### config.mk
export PLATFORM = sky130hd
export DESIGN_NAME = nwl_divide
export DESIGN_NICKNAME = d
export VERILOG_FILES = /design/src/hw/rtl/nwl_pkg.sv /design/src/hw/rtl/nwl_divide.sv
export SDC_FILE = /design/constraint.sdc
export NUM_CORES = 2
export LEC_CHECK = 0
export BUFFER_PORTS_ARGS = -buffer_cell sky130_fd_sc_hd__buf_4
export CORE_MARGIN = 10
export CORE_UTILIZATION = 40
export DETAILED_ROUTE_END_ITERATION = 10
export PLACE_DENSITY = 0.6
export SETUP_SLACK_MARGIN = 0.5
export SLEW_MARGIN = 15
export SYNTH_ARGS = -nofsm -noshare
export SYNTH_HDL_FRONTEND = slang
export SYNTH_SLANG_ARGS = --single-unit
### constraint.sdc
create_clock -name clk -period 5 [get_ports clk]
set_input_delay 0.5 -clock clk [delete_from_list [all_inputs] [get_ports clk]]
set_output_delay 0.5 -clock clk [all_outputs]
set_load 0.01 [all_outputs]
### src/hw/rtl/nwl_pkg.sv
package nwl_pkg;

	localparam int unsigned CompW    = 32;
	localparam int unsigned SqW      = 2 * CompW;
	localparam int unsigned RootW    = CompW;
	localparam int unsigned UnitW    = 18;
	localparam int unsigned QuotW    = 17;
	localparam int unsigned FracBits = 16;
	localparam int unsigned ThrW     = 16;
	localparam int unsigned Lanes    = 3;

	// Pipeline depths: square, sum, root, divide.
	localparam int unsigned SqLat    = 1;
	localparam int unsigned SumLat   = 1;
	localparam int unsigned RootLat  = RootW;
	localparam int unsigned DivLat   = FracBits + 1;
	localparam int unsigned PreDiv   = SqLat + SumLat + RootLat;
	localparam int unsigned TotalLat = PreDiv + DivLat;

	localparam logic [ThrW-1:0] ThrReset = 16'd66;

	typedef logic [CompW-1:0] mag_t;

endpackage

### src/hw/rtl/nwl_divide.sv
module nwl_divide (
	input  logic        clk,
	input  logic        adv,
	input  nwl_pkg::mag_t mag,
	input  logic [31:0] len,
	output logic [16:0] quot
);
	import nwl_pkg::*;

	logic [CompW-1:0] rem_q [DivLat];
	logic [CompW-1:0] len_q [DivLat];
	logic [QuotW-1:0] quo_q [DivLat];

	// Restoring division of mag * 2^16 by len. Since mag never exceeds the
	// floored length, the first stage settles the integer bit and the
	// remainder stays below len from then on.
	for (genvar k = 0; k < DivLat; k++) begin : g_stage
		logic [CompW:0]   r2;
		logic [CompW-1:0] d;
		logic [QuotW-1:0] q_in;

		if (k == 0) begin : g_first
			assign r2   = {1'b0, mag};
			assign d    = len;
			assign q_in = '0;
		end else begin : g_next
			assign r2   = {rem_q[k-1], 1'b0};
			assign d    = len_q[k-1];
			assign q_in = quo_q[k-1];
		end

		always_ff @(posedge clk) begin
			if (adv) begin
				len_q[k] <= d;
				if (r2 >= {1'b0, d}) begin
					rem_q[k] <= CompW'(r2 - {1'b0, d});
					quo_q[k] <= {q_in[QuotW-2:0], 1'b1};
				end else begin
					rem_q[k] <= r2[CompW-1:0];
					quo_q[k] <= {q_in[QuotW-2:0], 1'b0};
				end
			end
		end
	end

	assign quot = quo_q[DivLat-1];
endmodule

Word level (Yosys, flattened, before mapping). Memories as Yosys holds them, arrays and structs flattened. Cells that the tools add are included.

Output and inout bits: 17. Bits of input ports: 66. Memories: 3. Bits in writable memories: 1377. Word-level logic and storage cells: 209. Register bits after elaboration: 0.

Multiplexer cells: 138. Magnitude comparators: 17. Add/subtract/negate cells: 17. Bitwise logic cells: 34.

Memory list: len_q (depth 17, width 32, read ports 16, clocked after Yosys merged registers in 0, write ports 17, line nwl_divide.sv:11) `logic [CompW-1:0] len_q [DivLat];`; rem_q (depth 17, width 32, read ports 16, clocked after Yosys merged registers in 0, write ports 17, line nwl_divide.sv:10) `logic [CompW-1:0] rem_q [DivLat];`; quo_q (depth 17, width 17, read ports 17, clocked after Yosys merged registers in 0, write ports 17, line nwl_divide.sv:12) `logic [QuotW-1:0] quo_q [DivLat];`.

Operators by type and width (count): 2-to-1 mux 32 bit (17); subtractor 32 bit (17); greater-or-equal comparator 33 x 32 -> 1 bit (16); 2-to-1 mux 17 bit (17); 2-to-1 mux 1 bit (104); bitwise OR 1 bit (34); greater-or-equal comparator 32 bit (1).

Logic depth before layout (Yosys ltp). An unclocked memory read counts as a cell.

Depth after elaboration: 6. Mapped depth: 15.

Worst setup path before layout. OpenSTA, ideal clock, no wires.

Kind: reg-to-reg. Start point: memory rem_q[9][0]. End point: memory rem_q[10][4] (data pin). Stages on the path, launching flop included: 12. Library setup time: 260 ps. Setup slack: 1613 ps. Buffers on the path: 1. Arrival time: 3127 ps. Data required time: 4740 ps. Cells stage by stage: edfxtp_1 -> ha_1 -> nor2b_1 -> o31a_1 -> o41a_1 -> o41ai_2 -> o211ai_1 -> a41oi_2 -> nor3_1 -> nor3_4 -> buf_4 -> mux2_2.

RTL lines (line): from (decl) (nwl_divide.sv:10).

==> reports/metrics.yaml <==
hold_path:
  hp-class: "input port to flop"
critical_path:
  r2r_setup_slack_ns: 0.77
  crit_start: "len_q[0][33]"
  path_buf_inv: 3
  r2r-end: "rem_q[2][6]"
  r2r_start: "len_q[0][33]"
  r2r_cells: 14
  max_stage_delay_ns: 0.54
  cp_max_fo: 33
  cp_data_required_time_ns: 5.50
  crit_path_end: "rem_q[2][6]"
  critPathSlowestCell: "o31ai_1"
  path_class: "flop to flop"
  crit_arrival_ns: 4.72
  crit_family: "compound AO/OA/AOI/OAI gates"
  crit_path_start_kind: "flop"
  worst-path-stages: 14
  crit_chain: "inv_1 > ha_1 > nor2b_1 > o21ai_0 > a21boi_1 > o31ai_1 > buf_4 > o21ai_1 > a211oi_1 > o31ai_1 > a311oi_2 > o31ai_4 > buf_4 > mux2_2"
  endpoint_kind: "flop"
layout:
  stdcell_count: 9039
  nFillCells: 16000
  fin_nets: 7227
  area_growth_pct: 11.8
  layout-drive-gt1-share_pct: 9.82
sta:
  worst_slack_ns: 0.773
  finalCriticalPeriod_ns: 4.23
  skew_ns: 0.0293
  finalSetupViolations: 0
  worst_slew_pin_slew_ns: 1.14
  period_share_pct: 84.5
  max_slew_margin_pct: 23.6
  hold_viol: 0
  rsz0062_at_grt: "no"
  tns_ns: 0
  fmax_mhz: 237
  slew_viol_final: 0
floorplanning:
  io_pins: 83
  floorplan.rows: 153
  die_w_um: 439
  die_h_um: 439
  core_area_um2: 174000
  die-area_um2: 193000
  start_util_pct: 40.3
clocking:
  clock_latency_ns: 0.77
  cts_root_buf: "clkbuf_16"
  clkTransAtPathRegs_ns: 0.06
  cts_buffers: 142
  cts_tree: "built"
  cts.sinks: 1177
  htree_num_levels: 4
  clock_path_buffers: 3
  post_cts_buffers: 0
grt:
  grt_overflow_total: 0
  antenna_found_initial: 2
  grt_first_pass_wirelength_mm: 257
  grt_max_degree: 165
  gr-usage-all-layers_pct: 16.5
  grt_pass1_vias: 49800
synthesis:
  synth_edf_count: 1176
  ys_ff_latch: 1177
  yosysUniqueCellTypes: 102
  netlist_instances: 6457
  avgSynthCellArea_um2: 10.9
  async_flop_share_pct: 0
  syn-num-nets: 7082
  yosysTopAreaCell: "edfxtp_1"
  ys_seq_area_share_pct: 50.2
  yosysMostFrequentCell: "edfxtp_1"
  yosys_most_used_dff: "edfxtp_1"
  syn-cell-area_um2: 70400
  synthDominantCellAreaShare_pct: 50.2
  synthTopCellsByCount: "1,176 x edfxtp_1, 698 x inv_1, 544 x a21oi_1"
  yosys-top-cells-area: "edfxtp_1 50%, ha_1 9.7%, mux2_2 4.0%"
  ys_warn_count: 0
drt:
  vias_per_cell: 5.28
  route.detailed.drc: 0
  vias: 47700
  drtAntennaViolNets: 0
  drt_wl_total_mm: 163
  drtPass1Iterations: 5
  wl_per_cell_um: 18.0
  initialDrtViolationCount: 2160
pwr:
  total_leakage_power_nw: 32.2
  power_density_nw_per_um2: 615
  peakVddDrop_mv: 0.288
  p_total_mw: 48.4
place:
  post-dp-hpwl_mm: 126
  portBuffers: 82
  pre_cts_ws_ns: 0.599
  globalplace.congestion: 0.932
  place_inst: 8746
job:
  max-cap-violations: 0
outcome:
  status: "completed"
-- worst min-delay path by stage --
| stage | start | endpoint | slack [ns] | depth (start not counted) |
|---|---|---|---|---|
| 2_1_floorplan | quo_q[9][9] | quo_q[10][10] | 0.40 | 0 |
| 3_3_place_gp | quo_q[9][1] | quo_q[10][2] | 0.40 | 0 |
| 3_5_place_dp | quo_q[12][0] | quo_q[13][1] | 0.40 | 0 |
| 4_1_cts | mag[10] | rem_q[0][10] | 0.0006 | 2 |
| 5_1_grt | mag[15] | rem_q[0][15] | 0.02 | 2 |
| 6_report | mag[10] | rem_q[0][10] | 0.06 | 2 |
-- through the flow --
stage          area (um2)  hold WS (ns)  util (%)
2_1_floorplan       70400         0.400         -
3_3_place_gp        73900         0.402      42.4
3_5_place_dp        73900         0.405      42.4
4_1_cts             78600      0.000640      45.1
5_1_grt             78700        0.0160      45.1
6_report            78700        0.0618      45.1
-- layer usage --
layer / up-vias / GRT usage, % / wire length [um]
met2: 884 / 33.7 / 91600
met5: - / 0 / 0
li1: 23900 / - / -
met4: 0 / 10.1 / 10200
met3: 453 / 2.41 / 4530
met1: 22500 / 15.0 / 56600
-- power by group --
group	leakage, nW	switching (mW)	internal, mW
clock	2.14	4.05	5.76
combinational	18.6	12.6	9.95
sequential	11.5	1.31	14.7
-- area by class of cell --
cell class	count	area, um2	area share (%)
Sequential cell	1177	35300	44.9
Multi-Input combinational cell	4393	31700	40.3
Tap cell	2325	2910	3.70
Timing Repair Buffer	189	1660	2.11
Inverter	699	2620	3.34
Clock buffer	173	3680	4.68
Antenna cell	5	12.5	0.0159
Clock inverter	78	732	0.931
-- cells in the final DEF, fill, tap and decap left out, drive strengths merged, types with 170 or more instances in the layout --
master	instances
xor2	170
clkbuf	173
nand2	399
ha	543
a21oi	546
o21ai	388
xnor2	255
edfxtp	1176
mux2	255
inv	705
a21o	270
nor2	385
-- registers in the layout, indices dropped and copies added (netlist names) --
register	flops
len_q	512
rem_q	512
quo_q	153
-- repair_timing --
action / 4_1_cts / 5_1_grt
hold buffers: 37 / 0
resized for setup: 0 / 0
endpoints found under the hold margin: 37 / 0
-- cell families after synthesis --
kind of cell / Yosys count / synth area share [%]
AOI/OAI and AO/OA: 1749 / 15.8
adders and majority gates: 559 / 10.1
DFF: 1177 / 50.2
xor gates and xnor gates: 425 / 5.29
and+or+nand+nor: 1390 / 9.44
muxes: 270 / 4.31
buffers and inverters: 887 / 4.87
Note: power is estimated with default switching activity, not from simulation.
