--- src/hw/rtl/nwl_pkg.sv ---
package nwl_pkg;

	localparam int unsigned CompW    = 32;
	localparam int unsigned SqW      = 2 * CompW;
	localparam int unsigned RootW    = CompW;
	localparam int unsigned UnitW    = 18;
	localparam int unsigned QuotW    = 17;
	localparam int unsigned FracBits = 16;
	localparam int unsigned ThrW     = 16;
	localparam int unsigned Lanes    = 3;

	// Pipeline depths: square, sum, root, divide.
	localparam int unsigned SqLat    = 1;
	localparam int unsigned SumLat   = 1;
	localparam int unsigned RootLat  = RootW;
	localparam int unsigned DivLat   = FracBits + 1;
	localparam int unsigned PreDiv   = SqLat + SumLat + RootLat;
	localparam int unsigned TotalLat = PreDiv + DivLat;

	localparam logic [ThrW-1:0] ThrReset = 16'd66;

	typedef logic [CompW-1:0] mag_t;

endpackage

--- src/hw/rtl/nwl_sqrt.sv ---
module nwl_sqrt (
	input  logic        clk,
	input  logic        adv,
	input  logic [63:0] radicand,
	output logic [31:0] root
);
	import nwl_pkg::*;

	logic [RootW+2:0] rem_q [RootLat];
	logic [RootW-1:0] res_q [RootLat];
	logic [SqW-1:0]   rad_q [RootLat];

	// One result bit per stage: bring down two radicand bits, try 4*res+1.
	for (genvar k = 0; k < RootLat; k++) begin : g_stage
		logic [RootW+2:0] rem_in;
		logic [RootW-1:0] res_in;
		logic [SqW-1:0]   rad_in;
		logic [RootW+2:0] r2;
		logic [RootW+2:0] trial;

		if (k == 0) begin : g_first
			assign rem_in = '0;
			assign res_in = '0;
			assign rad_in = radicand;
		end else begin : g_next
			assign rem_in = rem_q[k-1];
			assign res_in = res_q[k-1];
			assign rad_in = rad_q[k-1];
		end

		assign r2    = {rem_in[RootW:0], rad_in[SqW-1 -: 2]};
		assign trial = {1'b0, res_in, 2'b01};

		always_ff @(posedge clk) begin
			if (adv) begin
				rad_q[k] <= {rad_in[SqW-3:0], 2'b00};
				if (r2 >= trial) begin
					rem_q[k] <= r2 - trial;
					res_q[k] <= {res_in[RootW-2:0], 1'b1};
				end else begin
					rem_q[k] <= r2;
					res_q[k] <= {res_in[RootW-2:0], 1'b0};
				end
			end
		end
	end

	assign root = res_q[RootLat-1];
endmodule

--- config.mk ---
export PLATFORM = sky130hd
export DESIGN_NAME = nwl_sqrt
export DESIGN_NICKNAME = d
export VERILOG_FILES = /design/src/hw/rtl/nwl_pkg.sv /design/src/hw/rtl/nwl_sqrt.sv
export SDC_FILE = /design/constraint.sdc
export NUM_CORES = 2
export LEC_CHECK = 0
export BUFFER_PORTS_ARGS = -buffer_cell sky130_fd_sc_hd__clkbuf_2
export CAP_MARGIN = 15
export CORE_UTILIZATION = 58
export DETAILED_ROUTE_END_ITERATION = 8
export PLACE_DENSITY = 0.86
export SYNTH_ARGS = -nofsm -noshare
export SYNTH_HDL_FRONTEND = slang
export SYNTH_MEMORY_MAX_BITS = 65536
export SYNTH_SLANG_ARGS = --single-unit
--- constraint.sdc ---
create_clock -name clk -period 4.03 [get_ports clk]
set_clock_uncertainty 0.2 [all_clocks]
set_input_delay 0.2015 -clock clk [delete_from_list [all_inputs] [get_ports clk]]
set_output_delay 0.2015 -clock clk [all_outputs]
set_load 0.05 [all_outputs]
Yosys cells after proc, flatten, opt, wreduce, memory -nomap -nowiden
Memories as Yosys holds them, arrays and structs flattened.
Cells that the tools add are included.
{"block": "classes", "n_addsub": 32, "order_cmp": 32, "mux": 258, "bitwise_logic": 64}
{"cell": "$mux 35", "count": 32}
{"cell": "$ge 35x34->1", "count": 31}
{"cell": "$sub 35x34->35", "count": 31}
{"cell": "$mux 32", "count": 32}
{"cell": "$mux 1", "count": 194}
{"cell": "$or 1x1->1", "count": 64}
{"cell": "$sub 2x1->3 const B", "count": 1}
{"cell": "$ge 2x1->1 const B", "count": 1}
{"block": "word_totals", "register_bits": 0, "mem_bits_rw": 4128, "in_bits": 66, "n_memories": 3}
{"memory": "rad_q", "words": 32, "width": 62, "rd": 31, "rd_clocked_by_memory_dff": 0, "write_ports": 32, "line_no": "nwl_sqrt.sv:11", "source": "logic [SqW-1:0] rad_q [RootLat];"}
{"memory": "rem_q", "words": 32, "width": 35, "rd": 31, "rd_clocked_by_memory_dff": 0, "write_ports": 32, "line_no": "nwl_sqrt.sv:9", "source": "logic [RootW+2:0] rem_q [RootLat];"}
{"memory": "res_q", "words": 32, "width": 32, "rd": 32, "rd_clocked_by_memory_dff": 0, "write_ports": 32, "line_no": "nwl_sqrt.sv:10", "source": "logic [RootW-1:0] res_q [RootLat];"}

Logic depth before layout (Yosys ltp)
An unclocked memory read counts as a cell.
{"block": "logic_depth", "ltp_word": 6, "depth_mapped": 14, "depth_no_buf": 12}

Least setup slack after synthesis
Ideal clock, no wire load.
{"block": "synth_timing", "kind": "register to register", "startpoint": "mem rem_q[1][141] (netlist bit)", "endpoint": "mem rem_q[1][193] (netlist bit), data pin", "arrival_ns": 3.459, "setup_slack_ns": 0.102, "path_stages_with_launch": 12, "path_buffers": 2, "synth_period_minus_slack_ns": 3.928, "path_cell_list": "edfxtp_1 ha_1 a21oi_1 nand2_1 a221oi_1 o221ai_1 a2111oi_0 nor2_1 a21oi_1 clkbuf_1 clkbuf_1 o21ai_0"}
{"element": "start: declaration", "line_no": "nwl_sqrt.sv:9"}

==> run metrics <==
simple-gate portion of the synthesized area=10.6%; Mapped Area=117000 um2; Critical Path Sink Type=flip-flop; die area=203000 um2; # port buffers=97; Post-Syn Nets=9734; Setup WS post-layout=131 ps; mean cell area of the mapped netlist=12.8 um2; layout net count=10200; top_reg_cell synth=edfxtp_1; number of global-route vias before repair=72200; initial drt markers=7077; Final Setup Violations=0; share of layout cells above drive strength 1=8.42%; PwrDens=584 nW/um2; violated checks=design-rule violations; Max-slew headroom=22.3%; Max Cap Viol=0; row count=164; final antenna-violating net count=0; mux contribution to synthesized area=0.715%; Post-synth ARST share=0%; Num Clock Sinks=2494; final hold viol count=0; Leakage Power=0.0504 uW; EDFF count, synth=2493; Detail Placement HPWL=171 mm; maximum vdd drop=447 uV; # DRC=20; type of origin of the critical path=flip-flop; die span in y=451 um; Via density=5.90; worst-skew pair later-pin latency=930 ps; H-tree Lvls=5; first-pass GRT wire length=389 mm; Cells after Synth=9106; Yosys reg bits=2494; worst-path fanout max=12; gpl congestion=0.934; clk root buf=clkbuf_16; min Tclk post-route=3900 ps; Worst Path Required=4490 ps; status=complete, but fails checks; Arr. time, crit path=4360 ps; Fill cells=14100; Max Freq=0.256 GHz; RSZ-0062 raised after global routing=false; GRT overflow=0; Setup CP Type=flip-flop to flip-flop; Initial Util=58.4%; vias post-DR=73300; DP Worst Slack=17.3 ps; synthesis-to-finish area growth=12.9%; Final TNS setup=0 ps; Post-Route WL=247 mm; combinational family with the most area after synthesis=simple AND/OR/NAND/NOR gates; Synth Area in XOR/XNOR=6.12%; CTS tree=built; Final period util=96.8%; core area=200000 um2; drt pass-1 iters=9; I/O pin cnt=98; Compound-Gate Fraction of Synth Area=9.42%; worst-margin pin slew=1170 ps; Die X=451 um; maximum clock path buffer count=4; largest net degree at the start of global routing=172; clock slew at reported path FFs=60 ps; initial antenna violation count=2; Seq/Total Area, Yosys=64.2%; Netlist cell types=86; Slew Limit Fails=0; Tot GR Track Use=24.1%; Ys Warns=0; Post-Synth Adder-Cell Area=6.03%; Avg WL per Cell=19.8 um; Hold Path Class=input pin to flip-flop; CTS Buf Count=284
-- routing by layer --
layer | share of wire [%] | global-route usage (%) | vias up
li1 | - | - | 34700
met1 | 40 | 31.0 | 35400
met2 | 50 | 41.4 | 2666
met3 | 6.1 | 3.52 | 585
met4 | 3.4 | 8.75 | 0
met5 | 0 | 0 | -
-- final timing paths --
path,from,end,slack (ps),cells past startpoint
worst max register to register,rem_q[0][254],rem_q[0][306],130,9
worst max-delay path,rem_q[0][254],rem_q[0][306],130,9
worst min-delay path,adv,rem_q[0][143],110,2
worst min register to register,rad_q[0][986],rad_q[1][58],170,0
-- cells in the final DEF (no fill, tap or decap), types with 50 or more instances in the layout --
cell	Yosys	routed
edfxtp_1	2493	2493
inv_1	694	694
nand2_1	676	676
ha_1	562	562
o21ai_0	534	533
nor2_1	521	520
a21oi_1	467	467
xor2_1	426	426
xnor2_1	390	390
clkbuf_16	0	287
nor3_1	253	251
a21o_1	242	242
nand3_1	164	164
buf_4	0	148
dlygate4sd3_1	0	131
nor4_1	128	125
nand2b_1	122	122
or3_1	102	102
nand4_1	100	100
clkbuf_2	0	96
o21a_1	86	86
nor2b_1	72	72
or4_1	67	67
mux2_2	64	64
and3_1	60	60
clkbuf_1	208	50
-- sequential cells by signal, indices dropped and copies added, names as in the netlist --
| register | count |
|---|---|
| rad_q | 992 |
| rem_q | 974 |
| res_q | 528 |
-- per-stage QoR --
stage / instance area [um2] / utilization (%) / hold WS [ps] / power, uW / instances
3_5_place_dp: 121000 / 60.7 / 180 / 51900 / 11800
2_1_floorplan: 117000 / - / 100 / 46900 / 9106
5_1_grt: 132000 / 65.9 / 92.3 / 80400 / 12400
3_3_place_gp: 121000 / 60.7 / 178 / 51400 / 11800
6_report: 132000 / 65.9 / 111 / 76800 / 12400
4_1_cts: 132000 / 65.8 / 58.7 / 77100 / 12400
-- area by class of cell --
cell class	instances	area, um2	area share [%]
diodes	3	7.51	0.00570
clock buffers	337	7370	5.60
clock inverters	153	1550	1.18
inverters	697	2620	1.99
multi-input cells	5695	38600	29.3
flip-flops and latches	2494	74900	56.9
well taps	2656	3320	2.52
repair buffers	399	3370	2.56
-- report_power, final --
group / total, uW / switching (uW) / internal, uW
Clock: 24900 / 10000 / 14900
Sequential: 35400 / 2360 / 33000
Combinational: 16600 / 9600 / 6990
-- cell usage after synthesis, drive strengths merged, types with 51 or more instances --
cell type	instances	area share, %
edfxtp	2493	64
inv	695	2.2
nand2	676	2.2
ha	562	6.0
o21ai	538	2.3
nor2	521	1.7
a21oi	467	2.0
xor2	426	3.2
xnor2	390	2.9
nor3	253	1.1
a21o	242	1.6
clkbuf	208	0.67
nand3	164	0.70
nor4	129	0.70
nand2b	122	0.65
or3	102	0.55
nand4	101	0.55
o21a	86	0.55
nor2b	72	0.39
or4	68	0.44
mux2	67	0.65
and3	60	0.32
a211oi	51	0.33
-- timing repair --
action                     CTS  global route
setup endpoints to repair    5            99
hold buffers               131             0
cloned                       0             0
hold endpoints to repair   604             0
buffers inserted             0             0
resized for setup            1            22
-- cell families after synthesis --
logic type	count (synthesis)
compound gates	1769
simple gates	2473
fa+ha+maj	562
mux	75
flops	2494
buf+inv	917
xor+xnor	816
-- critical path, stage by stage (launching register included) --
cell and delay (ps):
edfxtp_1 450, or4_1 550, or4_1 500, or3_1 410, nor2_1 210, a31oi_1 160
nor4b_2 200, a211o_1 430, nor4_1 420, xor2_1 110
(Power assumes the default switching activity.)
