--- src/hw/rtl/nwl_pkg.sv ---
package nwl_pkg;

	localparam int unsigned CompW    = 32;
	localparam int unsigned SqW      = 2 * CompW;
	localparam int unsigned RootW    = CompW;
	localparam int unsigned UnitW    = 18;
	localparam int unsigned QuotW    = 17;
	localparam int unsigned FracBits = 16;
	localparam int unsigned ThrW     = 16;
	localparam int unsigned Lanes    = 3;

	// Pipeline depths: square, sum, root, divide.
	localparam int unsigned SqLat    = 1;
	localparam int unsigned SumLat   = 1;
	localparam int unsigned RootLat  = RootW;
	localparam int unsigned DivLat   = FracBits + 1;
	localparam int unsigned PreDiv   = SqLat + SumLat + RootLat;
	localparam int unsigned TotalLat = PreDiv + DivLat;

	localparam logic [ThrW-1:0] ThrReset = 16'd66;

	typedef logic [CompW-1:0] mag_t;

endpackage

--- src/hw/rtl/nwl_square.sv ---
module nwl_square (
	input  logic                      clk,
	input  logic                      adv,
	input  logic signed [31:0]        comp,
	output nwl_pkg::mag_t             mag,
	output logic                      neg,
	output logic [63:0]               sq_s1
);
	import nwl_pkg::*;

	// Two's complement magnitude; the most negative value maps to 2^31 unchanged.
	assign neg = comp[CompW-1];
	assign mag = neg ? (~comp + 1'b1) : comp;

	always_ff @(posedge clk) begin
		if (adv) begin
			sq_s1 <= SqW'(mag) * SqW'(mag);
		end
	end
endmodule

--- config.mk ---
export PLATFORM = sky130hd
export DESIGN_NAME = nwl_square
export DESIGN_NICKNAME = d
export VERILOG_FILES = /design/src/hw/rtl/nwl_pkg.sv /design/src/hw/rtl/nwl_square.sv
export SDC_FILE = /design/constraint.sdc
export NUM_CORES = 2
export LEC_CHECK = 0
export BUFFER_PORTS_ARGS = -buffer_cell sky130_fd_sc_hd__buf_4
export CORE_MARGIN = 8
export CORE_UTILIZATION = 54
export CTS_BUF_LIST = sky130_fd_sc_hd__clkbuf_8
export DETAILED_ROUTE_END_ITERATION = 8
export PLACE_DENSITY = 0.71
export REMOVE_ABC_BUFFERS = 1
export SETUP_SLACK_MARGIN = 0.5
export SLEW_MARGIN = 20
export SYNTH_ARGS = -nofsm -noshare
export SYNTH_HDL_FRONTEND = slang
export SYNTH_SLANG_ARGS = --single-unit
--- constraint.sdc ---
create_clock -name clk -period 16.94 [get_ports clk]
set_clock_uncertainty 0.2 [all_clocks]
set_input_delay 0 -clock clk [delete_from_list [all_inputs] [get_ports clk]]
set_output_delay 0 -clock clk [all_outputs]
set_load 0.01 [all_outputs]
======== Word level (Yosys, flattened, before mapping) ========
Cells that the tools add are included.
storage, ports and cells
  logic and storage cells ................. 5
  output and inout bits ................... 97
  register bits after elaboration ......... 64
  bits of input ports ..................... 34
operators by class
  bitwise operators ....................... 1
  $mul .................................... 1
  muxes and demuxes ....................... 1
  add/sub/neg operators ................... 1
operators with widths
  operator                                        count
  multiplier 32 x 32 -> 64 bit                    1
  adder 32 x 1 -> 32 bit (second input constant)  1
  two-way mux 32 bit                              1
  NOT 32 bit                                      1

======== Longest topological paths before layout ========
  depth in word-level cells ............... 4
  gate-level depth with buffers ........... 38
  gate-level depth less buffers ........... 34

======== Least setup slack after synthesis ========
No wires, ideal clock.
  kind .................................... input -> register
  from .................................... input port comp[3]
  to ...................................... register sq_s1[43], data pin
  buffers on the path ..................... 2
  arrival time ............................ 9.122 ns
  cell stages on the path ................. 34
  required time ........................... 16.480 ns
  library setup time ...................... 0.260 ns
  slack ................................... 7.358 ns
  cell sequence ........................... or4_4 or4_4 or4b_1 o41ai_1 xor2_1 inv_1 clkbuf_1 nand2_1 fa_1 inv_1 fa_1 inv_1 fa_1 fa_1 inv_1 fa_1 inv_1 fa_1 inv_1 fa_1 inv_1 fa_1 inv_1 ha_1 clkbuf_1 nand3_1 a211o_1 or4_1 o221ai_1 nand2_1 nor2_1 a21oi_1 a21o_1 xnor2_1
between the ends
  word-level cells in the longest chain between the ends .. 4
ends and longest elaborated chain
  item                          line              RTL
  start, declared               nwl_square.sv:4   input logic signed [31:0] comp,
  NOT 32 bit                    nwl_square.sv:13  assign mag = neg ? (~comp + 1'b1) : comp;
  adder 32 x 1 -> 32 bit        nwl_square.sv:13
  two-way mux 32 bit            nwl_square.sv:13
  net mag[14]                   nwl_square.sv:5   output nwl_pkg::mag_t mag,
  multiplier 32 x 32 -> 64 bit  nwl_square.sv:17  sq_s1 <= SqW'(mag) * SqW'(mag);
  end signal, assigned          nwl_square.sv:17
  end, declared                 nwl_square.sv:7   output logic [63:0] sq_s1
The timed path passes the listed nets, and every way through them passes these cells.
A chain may end at the register's enable or synchronous reset.

======== Worst setup path after layout ========
  from .................................... input port comp[0]
  to ...................................... register sq_s1[60], data pin
between the ends
  word-level cells in the longest chain between the ends .. 4
ends and longest elaborated chain
  item                            line
  NOT 32 bit                      nwl_square.sv:13
  adder 32 x 1 -> 32 bit          nwl_square.sv:13
  two-way mux 32 bit *            nwl_square.sv:13
  multiplier 32 x 32 -> 64 bit *  nwl_square.sv:17
Mark *: on every way between the ends. The rest lies on a longest branch, timed or not.

==> results_tabular.tex <==
\begin{tabular}{lr}
\hline
Metric & Value \\
\hline
\multicolumn{2}{l}{\textbf{Floorplanning}} \\
Starting density of the core & a little over half \\
IO Count & roughly 130 \\
Die height & around 260 um \\
Site Rows & between 80 and 90 \\
Full die area & about 66000 um2 \\
Width of the chip & $\sim$260 um \\
Core area & $\sim$57000 um2 \\
\multicolumn{2}{l}{\textbf{Place}} \\
GP Congestion & just under 1 \\
Buffers added on ports & $\sim$130 \\
HPWL after detailed placement & roughly 74 mm \\
\multicolumn{2}{l}{\textbf{CTS}} \\
Longest Clk Path Bufs & 2 \\
Setup fix buffers added after clock tree synthesis & 0 \\
Number of CTS-inserted buffers & 9 \\
Resized cells post-CTS & 0 \\
Root buffer cell & clkbuf\_8 \\
Clock sink count & between 60 and 70 \\
Clock-pin slew on the worst setup and hold paths & roughly 90 ps \\
CTS H-tree depth & 3 \\
TritonCTS clock tree & done \\
CTS Hold Bufs & 1 \\
\multicolumn{2}{l}{\textbf{Timing}} \\
Slew at the pin closest to its max-slew limit & 1140 ps \\
Clock period minus worst slack & approximately 11000 ps \\
Worst Hold Margin & around 61 ps \\
Max Transition Viols Final & 0 \\
Setup repair after global routing missed its margin & false \\
Total count of hold-check failures in the final report & 0 \\
Maximum frequency from static timing analysis & between 80 and 90 MHz \\
Share of the clock period used by the worst path & 67.5\% \\
Final total negative setup slack & 0 ps \\
Setup-failing EPs final & 0 \\
Relative slew margins & 21.9\% \\
\multicolumn{2}{l}{\textbf{Min path}} \\
Worst min path class & input pin to register \\
\multicolumn{2}{l}{\textbf{Synthesis}} \\
Synth Area in Compound Gates & 5.40\% \\
Multiplexer fraction of the synthesized cell area & less than 1\% \\
Gate count of the mapped netlist & 3341 \\
Area share of the largest cell type after synthesis & around half \\
Cells taking the most area after synthesis & fa\_1 (51\%), inv\_1 (12\%), ha\_1 (11\%) \\
Proportion of register bits with asynchronous set or reset after synthesis & 0\% \\
Combined area of all synthesized cells & $\sim$31000 um2 \\
Number of storage elements in the synthesis netlist & 63 \\
Number of enable flip-flop cells after synthesis & 63 \\
Number of library cell types mapped by synthesis & 67 \\
Combinational family with the most area after synthesis & adder cells \\
Simple-gate area share of the yosys netlist & 9.17\% \\
Most used flip-flop cell after synthesis & edfxtp\_1 \\
Total number of yosys warnings & 0 \\
Arithmetic-cell share of the synthesized area counting full adders, half adders and majority gates & roughly 62\% \\
Post-synth top area cell & fa\_1 \\
Mean post-synth cell area & 9.34 um2 \\
Sequential fraction of the synthesis area & 6.06\% \\
Fraction of synthesized cell area in xor and xnor cells & $\sim$3.3\% \\
\multicolumn{2}{l}{\textbf{Route}} \\
Post-route ant nets & 0 \\
DR vias/cell & 5.47 \\
Per-cell routed wire length & 22.0 um \\
Initial detailed-routing violation count & about 1800 \\
Via total after detailed routing & around 23000 \\
Detail Route met3 WL & 8.23 mm \\
DR pass1 iterations & 5 \\
WL met2 & between 40 and 50 mm \\
DRC violation count after routing & 0 \\
Routed WL & a little over 90 mm \\
Uppermost layer routed & met4 \\
Met1 WL & 34.3 mm \\
\multicolumn{2}{l}{\textbf{Global route}} \\
GRT Overall Usage & about 29\% \\
Remaining global-route overflow & 0 \\
Vias in the first global route & approximately 25000 \\
Antenna violations before repair & 0 \\
Pin count of the biggest net entering global routing & between 60 and 70 \\
Wire length of the first global-routing pass & between 100 and 150 mm \\
\multicolumn{2}{l}{\textbf{Layout}} \\
Share of final-layout standard cells stronger than drive strength 1 & roughly 6.8\% \\
Final Net Count & around 4600 \\
Largest register by flop count & sq\_s1 \\
Registers with the highest flip-flop counts & sq\_s1: 63 flops \\
Antenna diodes & 0 \\
Flip-flop count of the largest register after layout & 63 \\
Synth-to-layout area growth & 7.20\% \\
Most frequent standard cell in the layout excluding fill and tap cells & inv\_1 \\
Most frequent cells in the layout & inv\_1 (1004), fa\_1 (795), nor2\_1 (294), nand2\_1 (289), ha\_1 (281) \\
\multicolumn{2}{l}{\textbf{Setup path}} \\
Critical Path End & sq\_s1[60] \\
Critical Path RT & between 15000 and 20000 ps \\
Worst path max stage delay & slightly below 1000 ps \\
Worst Path Max Fanout & 24 \\
Critical Path Most Common Cell & fa\_1 \\
Sort of element at the end of the critical path & register \\
Type of element launching the critical path & input pin \\
Launching instance or port of the critical path & comp[0] \\
Slowest cell on the critical path & a2111oi\_0 \\
Critical path data arrival time & 11330 ps \\
Critical path type & input pin to register \\
\multicolumn{2}{l}{\textbf{Outcome}} \\
Status & complete, no violations \\
\multicolumn{2}{l}{\textbf{Flow run}} \\
Max-capacitance violation count & 0 \\
\hline
\end{tabular}
## cell usage after synthesis (6+ instances only)
cell,n
o21a_1,6
o211ai_1,11
a31oi_1,7
inv_1,1004
a21o_1,34
ha_1,281
o31ai_1,10
o21ai_0,52
a211oi_1,11
clkinv_1,6
inv_2,9
nor3_1,13
nand3_1,15
buf_2,14
xor2_1,53
nand2_1,289
a21oi_1,90
edfxtp_1,63
nand4_1,18
clkbuf_1,85
o21bai_1,17
nor2_1,294
xnor2_1,62
nand2b_1,7
buf_1,9
fa_1,795
## kinds of logic (layout without fill, tap and decap cells)
family | Yosys count | after routing
AO/OA/AOI/OAI | 267 | 267
adder cells (fa/ha/maj) | 1076 | 1076
multiplexers | 1 | 1
buffers and inverters | 1132 | 1211
XOR/XNOR | 116 | 116
AND/OR/NAND/NOR | 684 | 684
flip-flops | 63 | 63
other | 2 | 27
## metrics by stage
stage	setup WS, ps	utilization, %	area (um2)	instances
floorplan	6970	-	30800	3254
global placement	5100	57.8	33200	4192
detailed placement	5730	57.8	33200	4193
CTS	5680	58.2	33500	4210
global route	5040	58.2	33500	4210
finish	5500	58.2	33500	4210
## worst max-delay path: cells and delay by family
kind / cells / cell delay, ps
xor gates and xnor gates: 2 / 260
adders and majority gates: 10 / 4900
AOI/OAI and AO/OA: 7 / 2410
and+or+nand+nor: 4 / 1140
buffers and inverters: 9 / 2540
## area by class of cell
class                           count  area, um2
Fill cell                        5081      24000
Sequential cell                    63       1890
Timing Repair Buffer              175       1320
Clock inverter                      7        104
Tap cell                          765        957
Clock buffer                        9        124
Inverter                         1020       3830
Multi-Input combinational cell   2171      25200
## layer usage
| layer | up-vias | GRT usage, % |
|---|---|---|
| met5 | - | 0 |
| met1 | 11700 | 36.0 |
| met4 | 0 | 12.4 |
| li1 | 9923 | - |
| met2 | 1129 | 48.4 |
| met3 | 280 | 5.35 |
## worst min path at each step
stage	startpoint	to	slack [ps]	cells after the start
4_1_cts	adv	sq_s1[59]	80	1
5_1_grt	adv	sq_s1[59]	100	1
6_report	adv	sq_s1[59]	60	1
2_1_floorplan	comp[0]	mag[0]	-200	0
3_3_place_gp	comp[0]	mag[0]	200	2
3_5_place_dp	comp[0]	mag[0]	200	2
Power is left out: the tool's default activity adds up to more than one toggle a clock period on the data nets, which glitch-free logic cannot reach.
